`config.mk`:
```
export PLATFORM = sky130hd
export DESIGN_NAME = hcsf_cell
export DESIGN_NICKNAME = d
export VERILOG_FILES = /design/src/hdl/hcsf_pkg.sv /design/src/hdl/hcsf_cell.sv
export SDC_FILE = /design/constraint.sdc
export NUM_CORES = 1
export LEC_CHECK = 0
export BUFFER_PORTS_ARGS = -buffer_cell sky130_fd_sc_hd__buf_2
export CORE_MARGIN = 2
export CORE_UTILIZATION = 26
export CTS_BUF_LIST = sky130_fd_sc_hd__clkbuf_2 sky130_fd_sc_hd__clkbuf_4 sky130_fd_sc_hd__clkbuf_8
export DETAILED_ROUTE_END_ITERATION = 6
export PLACE_DENSITY = 0.54
export SETUP_SLACK_MARGIN = 0.5
export SLEW_MARGIN = 20
export SYNTH_ARGS = -nofsm -noshare
export SYNTH_HDL_FRONTEND = slang
export SYNTH_SLANG_ARGS = --single-unit
```
`constraint.sdc`:
```
create_clock -name clock -period 1 [get_ports clock]
set_input_delay 0.05 -clock clock [delete_from_list [all_inputs] [get_ports clock]]
set_output_delay 0.05 -clock clock [all_outputs]
set_load 0.05 [all_outputs]
```
`src/hdl/hcsf_pkg.sv`:
```
package hcsf_pkg;

   localparam int H_W        = 16;
   localparam int REGION_W   = 10;
   localparam int SIDE_CFG_W = 11;
   localparam int CSR_IDX_W  = 3;
   localparam int CSR_DATA_W = 11;
   localparam int WIN_N      = 5;
   localparam int W_W        = 16;
   localparam int RECIP_W    = 16;
   localparam int WSUM_W     = 20;

   localparam logic OP_SAMPLE = 1'b0;
   localparam logic OP_FLUSH  = 1'b1;

   localparam logic [CSR_IDX_W-1:0] REG_MAP_SIDE   = 3'd0;
   localparam logic [CSR_IDX_W-1:0] REG_COL_FIRST  = 3'd1;
   localparam logic [CSR_IDX_W-1:0] REG_COL_LAST   = 3'd2;
   localparam logic [CSR_IDX_W-1:0] REG_ROW_FIRST  = 3'd3;
   localparam logic [CSR_IDX_W-1:0] REG_ROW_LAST   = 3'd4;

   // edge patterns of the window along one axis
   localparam logic [2:0] PAT_FIRST  = 3'd0;
   localparam logic [2:0] PAT_SECOND = 3'd1;
   localparam logic [2:0] PAT_INNER  = 3'd2;
   localparam logic [2:0] PAT_PENULT = 3'd3;
   localparam logic [2:0] PAT_LAST   = 3'd4;

   typedef struct packed {
      logic           operation;
      logic [H_W-1:0] height_in;
   } req_type;

   typedef struct packed {
      logic [H_W-1:0]      smoothed_height;
      logic [REGION_W-1:0] out_col;
      logic [REGION_W-1:0] out_row;
      logic                region_done;
   } rsp_type;

   typedef logic [WIN_N-1:0][H_W-1:0] col_type;

   localparam logic [W_W-1:0] CONE_W [WIN_N][WIN_N] = '{
      '{16'd3748,  16'd16688, 16'd21845, 16'd16688, 16'd3748},
      '{16'd16688, 16'd34642, 16'd43691, 16'd34642, 16'd16688},
      '{16'd21845, 16'd43691, 16'd65535, 16'd43691, 16'd21845},
      '{16'd16688, 16'd34642, 16'd43691, 16'd34642, 16'd16688},
      '{16'd3748,  16'd16688, 16'd21845, 16'd16688, 16'd3748}
   };

   function automatic logic [WIN_N-1:0] pat_mask(input logic [2:0] pat);
      logic [WIN_N-1:0] m;
      unique case (pat)
         PAT_FIRST:  m = 5'b11100;
         PAT_SECOND: m = 5'b11110;
         PAT_PENULT: m = 5'b01111;
         PAT_LAST:   m = 5'b00111;
         default:    m = 5'b11111;
      endcase
      return m;
   endfunction

   // rounded 2^32 / weight sum, indexed by row pattern * 5 + column pattern
   localparam logic [RECIP_W-1:0] RECIP_TABLE [WIN_N*WIN_N] = '{
      16'd16004, 16'd11819, 16'd10587, 16'd11819, 16'd16004,
      16'd11819, 16'd8711,  16'd7780,  16'd8711,  16'd11819,
      16'd10587, 16'd7780,  16'd6987,  16'd7780,  16'd10587,
      16'd11819, 16'd8711,  16'd7780,  16'd8711,  16'd11819,
      16'd16004, 16'd11819, 16'd10587, 16'd11819, 16'd16004
   };

endpackage

```
`src/hdl/hcsf_cell.sv`:
```
module hcsf_cell (
   input  logic            clock,
   input  logic            reset,
   input  logic            shift,
   input  hcsf_pkg::col_type col_in,
   output hcsf_pkg::col_type col_out
);
   import hcsf_pkg::*;

   col_type col_ff;

   always_ff @(posedge clock) begin
      if (reset) begin
         col_ff <= '0;
      end else if (shift) begin
         col_ff <= col_in;
      end
   end

   assign col_out = col_ff;

endmodule

```
======== After elaboration in Yosys (flattened, before gate mapping) ========
Index checks and enable logic that the tools add are counted.
storage, ports and cells
  register bits ........................... 80
  logic and storage cells ................. 5
  output and inout bits ................... 80
  input bits .............................. 83

======== Depth between registers and ports, before layout ========
Gate-level depths: netlist (run 1).
  depth in word-level cells ............... 0
  depth in mapped cells ................... 4
  depth with buffers taken out ............ 2

======== Worst setup path before layout (run 1) ========
OpenSTA, ideal clock, no wires.
  path type ............................... reg2reg
  start ................................... reg, netlist name col_out[0]
  end ..................................... reg col_ff (netlist bit col_out[0])
  setup slack ............................. 118 ps
  library setup time ...................... 65 ps
  period minus slack after synthesis ...... 882 ps
  path buffers ............................ 0
  required time ........................... 935 ps
  arrival ................................. 817 ps
  cell stages (with the launch flop) ...... 3
  cell sequence ........................... dfxtp_1 mux2i_1 nor2_1
RTL lines
  item                  line             source
  end signal, assigned  hcsf_cell.sv:16  col_ff <= col_in;
  end, declared         hcsf_cell.sv:10  col_type col_ff;

======== Worst setup path in the final report (run 1) ========
  start ................................... reg col_ff (netlist bit col_out[57])
  end ..................................... out col_out[57] (netlist bit)
RTL lines
  item           line            source
  end, declared  hcsf_cell.sv:6  output hcsf_pkg::col_type col_out
No word-level cell between the ends.

==> results of run 1 <==
-- through the flow --
stage                     cell area, um^2  cells    util
after floorplan                      3173    258       -
after global placement               4079    547  0.3779
after detailed placement             4079    547  0.3779
after CTS                            5087    564  0.4714
after global routing                 5087    564  0.4714
final                                5087    564  0.4714
-- synthesized netlist by cell type --
master,instances
dfxtp_1,80
mux2i_1,80
nor2_1,80
buf_8,8
clkbuf_1,8
buf_6,1
clkbuf_2,1
-- report_power, final --
part | switching (mW) | internal [mW] | total (mW)
combinational | 1.02 | 0.832 | 1.85
clock | 1.14 | 1.21 | 2.35
sequential | 0.168 | 3.30 | 3.47
-- logic make-up after synthesis --
group,count (synthesis)
buffers and inverters,18
and+or+nand+nor,80
muxes,80
DFF,80
-- placed cells by master, fill, tap and decap left out --
cell type / n
nor2_1: 80
clkbuf_4: 2
clkinv_4: 1
buf_12: 4
mux2i_1: 80
clkinv_1: 1
clkbuf_8: 9
buf_6: 1
bufinv_16: 1
buf_4: 2
buf_8: 80
buf_2: 81
clkinvlp_4: 2
dfxtp_4: 80
-- final cells by class --
cell class,count,area [um^2],area share
clock buffer,11,138.9,0.02730
clock inverter,5,57.56,0.01131
multi-input combinational,160,1101,0.2164
sequential,80,1902,0.3738
tap,140,175.2,0.03443
timing repair buffer,168,1713,0.3367
-- final timing paths --
| path | start | to | slack [ns] | cells after the start |
|---|---|---|---|---|
| hold / removal | col_in[62] | col_out[62]$_SDFFE_PP0P_ | -0.06 | 3 |
| setup / recovery | col_out[57]$_SDFFE_PP0P_ | col_out[57] | 0.11 | 1 |
| hold reg to reg | col_out[41]$_SDFFE_PP0P_ | col_out[41]$_SDFFE_PP0P_ | 0.51 | 2 |
| setup reg to reg | col_out[51]$_SDFFE_PP0P_ | col_out[51]$_SDFFE_PP0P_ | 0.25 | 3 |
-- per-layer routing --
| metal | wire length, um | global-route usage | part of all wire | vias up |
|---|---|---|---|---|
| met5 | 0 | 0 | 0 | - |
| met4 | 73 | 0.03571 | 0.010 | 0 |
| met1 | 2798 | 0.1393 | 0.39 | 1069 |
| li1 | - | - | - | 1175 |
| met2 | 3573 | 0.2067 | 0.50 | 92 |
| met3 | 643 | 0.05678 | 0.091 | 8 |
-- worst reg2reg max path: cells and delay by family (launching register included) --
| kind | cells | cell delay [ns] |
|---|---|---|
| simple gates | 1 | 0.05 |
| flops | 1 | 0.36 |
| mux | 1 | 0.13 |
| buf+inv | 1 | 0.11 |
-- timing repair --
action,4_1_cts,5_1_grt
buffers inserted,1,0
endpoints found under the hold margin,80,78
gates resized for setup,241,0
pin swaps,1,10
endpoints found under the setup margin,160,160
==> results.yml, run 1 <==
run_status:
  status: "finished, violations left"
  failed_checks: "negative hold slack"
pwr:
  leakagePower_nw: 2.376
  vdd_drop_max_mv: 0.7270
  total_power_mw: 7.668
  p_per_area_nw_per_um2: 1507
floorplanning:
  ios: 163
  dieHeight_um: 109.0
  core_area_um2: 10790
  start_util: 0.2658
  die_w_um: 109.0
  die-area_um2: 11890
  std_cell_rows: 38
cts:
  clock-sinks: 80
  cts_tree: "done"
  clk_pin_slew_worst_paths_ns: 0.08
  h-tree-depth: 3
  cts_buffer_depth: 2
  cts_made_buffers: 9
  insertion_delay_ns: 0.34
  cts_root_buf: "clkbuf_8"
synthesis:
  ys_types: 7
  synthSimpleGateAreaFrac: 0.1047
  synth_top_area_cell: "dfxtp_1"
  synthAdderAreaFrac: 0
  synth_compound_area_frac: 0
  synth.cell_area_um2: 2869
  ys_seq_elements: 80
  synth_top_family_by_area: "multiplexers"
  synth-xor-area-share: 0
  synth.mux.area_fraction: 0.2791
  synth_top_cell_area_share: 0.5582
  syn_avg_cell_area_um2: 11.12
  yosysSeqAreaShare: 0.5582
  synth.area.top_cells: "dfxtp_1, mux2i_1, nor2_1, buf_8, clkbuf_1"
  ys_warn_count: 0
  synth_cells: 258
  syn-num-nets: 341
sta:
  hold-worst-slack_ns: -0.06177
  final.setup.tns_ns: 0
  max_freq_mhz: 1118
  setup_viol: 0
  rsz0062_at_grt: "yes"
  slew_headroom: 0.8233
  tightestPinTransition_ns: 0.2651
  period_share: 0.8949
  finalMaxSlewViolations: 0
  fin_ws_ns: 0.1051
  fin_crit_ns: 0.8949
  finClkSkew_ns: 0
  final-hold-violation-count: 80
final_layout:
  largest_reg_flops: 80
  drive_above_1_share: 0.6203
  n_antenna_cell: 0
  final_nets: 502
  area_growth_syn_to_layout_pct: 77.32
  num-fill-cells: 996
critical_path:
  crit_chain: "buf_8"
  path_max_fanout: 2
  path_class: "reg -> out"
  critPathBufInv: 1
  critPathCaptureType: "output pin"
  critPathTopFamily: "flip-flops"
  worstPathRequired_ns: 0.95
  critPathMaxStageDelay_ns: 0.36
  cp_slowest_cell: "dfxtp_4"
  arrival_ns: 0.84
  cp-start-kind: "flip-flop"
job:
  max_cap_violations: 0
grt:
  grt_remaining_overflow: 0
  antenna_found_initial: 0
  grt_util_all_layers: 0.1229
  grt_pass1_vias: 2443
  grt_pass1_wl_um: 11410
  grt_start_max_net_pins: 44
detailed_routing:
  detail_route.wirelength_um: 7090
  drtIter0Drc: 54
  wire_per_inst_um: 12.57
  drc: 0
  vias: 2344
  dr.pass1.iters: 4
  vias_per_cell: 4.156
  antenna_left: 0
place:
  place_congestion: 0.6670
  dp_worst_setup_slack_ns: 0.1267
  portBuffers: 162
  hpwl_um: 4917
min_path:
  hold_class: "in -> reg"
(Power assumes the default switching activity.)
==> inputs of run 2 (changes only) <==
==> constraint.sdc (replaced) <==
create_clock -name clock -period 1 [get_ports clock]
set_input_delay 0.15 -clock clock [delete_from_list [all_inputs] [get_ports clock]]
set_output_delay 0.15 -clock clock [all_outputs]
set_load 0.05 [all_outputs]
==> results.yml, run 2 (same netlist as run 1, synthesis figures left out) <==
grt:
  grt_pass1_wl_um: 11020
  grt_start_max_net_pins: 39
  grt_util_all_layers: 0.1209
  globalRouteMet3Util: 0.05559
  grt_util_met2: 0.1823
  met1_usage: 0.1486
  grt_remaining_overflow: 0
  grt_pass1_vias: 2256
  top_usage_layer: "met2"
  antenna_found_initial: 0
final_layout:
  n_antenna_cell: 0
  num-fill-cells: 966
  final_nets: 502
  final_cell_mix: "buf_2, nor2_1, dfxtp_4, buf_8, mux2i_1"
  regArea_um2: 1902
  multi_input_area_um2: 1105
  largest_reg_flops: 80
  area_growth_syn_to_layout_pct: 77.54
  drive_above_1_share: 0.6203
  layout_commonest_cell: "buf_2"
floorplanning:
  dieHeight_um: 109.0
  start_util: 0.2658
  die_w_um: 109.0
  core_area_um2: 10790
  die-area_um2: 11890
  ios: 163
  std_cell_rows: 38
critical_path:
  rr_endpoint: "col_out[15]$_SDFFE_PP0P_"
  critPathMaxStageDelay_ns: 0.37
  arrival_ns: 0.84
  reg2reg_depth: 3
  crit_chain: "buf_8"
  path_max_fanout: 2
  cp-start-kind: "flip-flop"
  rr_startpoint: "col_out[15]$_SDFFE_PP0P_"
  critPathBufInv: 1
  critPathTopFamily: "flip-flops"
  critPathCaptureType: "output pin"
  path_class: "reg -> out"
  worstPathRequired_ns: 0.85
  cp_slowest_cell: "dfxtp_4"
  r2r_slack_ns: 0.26
sta:
  finalMaxSlewViolations: 0
  final-hold-violation-count: 0
  fin_crit_ns: 0.9891
  period_share: 0.9891
  finClkSkew_ns: 0
  tightestPinTransition_ns: 0.2341
  slew_headroom: 0.8440
  max_freq_mhz: 1011
  rsz0062_at_grt: "yes"
  setup_viol: 0
  final.setup.tns_ns: 0
min_path:
  hold_class: "in -> reg"
  min_path_cells: 3
  hold_start: "col_in[18]"
  whs_endpoint: "col_out[18]$_SDFFE_PP0P_"
cts:
  insertion_delay_ns: 0.33
  cts_tree: "done"
  h-tree-depth: 3
  cts_root_buf: "clkbuf_8"
  cts_made_buffers: 9
  cts_buffer_depth: 2
  clock-sinks: 80
  clk_pin_slew_worst_paths_ns: 0.08
run_status:
  status: "complete, no violations"
detailed_routing:
  antenna_left: 0
  vias: 2320
  drc: 0
  drtIter0Drc: 62
  dr.pass1.iters: 4
  vias_per_cell: 4.113
  wire_per_inst_um: 12.70
  detail_route.wirelength_um: 7163
place:
  portBuffers: 162
  place_congestion: 0.7059
  hpwl_um: 4926
job:
  max_cap_violations: 0
pwr:
  p_per_area_nw_per_um2: 1490
  leakagePower_nw: 2.383
  vdd_drop_max_mv: 0.6294
  total_power_mw: 7.592
## run 2: changes by cell type in the layout (fill, tap and decap cells not counted)
cell,previous run,this run
mux2i_2,0,1
clkinvlp_4,2,0
clkinv_2,0,2
buf_4,2,1
buf_12,4,5
clkinv_4,1,0
clkinv_1,1,2
mux2i_1,80,79
## run 2: how the worst max path moves through the flow
stage / slack (ns) / endpoint / from / cells after the start
floorplan: 0.24 / col_out[0]$_SDFFE_PP0P_ / shift / 4
global placement: 0.07 / col_out[75]$_SDFFE_PP0P_ / shift / 4
detailed placement: 0.03 / col_out[53]$_SDFFE_PP0P_ / shift / 4
CTS: -0.02 / col_out[23] / col_out[23]$_SDFFE_PP0P_ / 1
global route: -0.04 / col_out[19] / col_out[19]$_SDFFE_PP0P_ / 1
finish: 0.01 / col_out[15] / col_out[15]$_SDFFE_PP0P_ / 1
## run 2: area by class of cell
class	count	share of cell area
Clock inverter	5	0.009334
Sequential cell	80	0.3734
Clock buffer	11	0.02727
Tap cell	140	0.03439
Timing Repair Buffer	168	0.3387
Multi-Input combinational cell	160	0.2169
## run 2: repair_timing
action	in CTS	in global routing
hold endpoints to repair	0	0
setup endpoints to repair	160	160
hold buffers	0	0
pin swaps	0	12
resized for setup	240	2
buffers inserted	0	1
## run 2: metrics by stage
stage	instances	area, um^2	utilization	setup WS, ns	hold WS [ns]
floorplan	258	3178	-	0.2446	0.2959
global placement	547	4091	0.3791	0.06626	0.3783
detailed placement	547	4091	0.3791	0.03009	0.3906
CTS	563	5079	0.4706	-0.02334	0.01406
global route	564	5094	0.4719	-0.04426	0.02537
finish	564	5094	0.4719	0.01086	0.04614
## run 2: per-layer routing
metal / up-vias / share of wire / routed length [um]
met5: - / 0 / 0
met4: 0 / 0.0092 / 66
met3: 6 / 0.097 / 695
met2: 97 / 0.48 / 3425
met1: 1041 / 0.42 / 2976
li1: 1176 / - / -
## run 2: power by group
group	internal (mW)	switching [mW]
clock	1.19	1.07
sequential	3.30	0.169
combinational	0.839	1.03
total	5.32	2.27
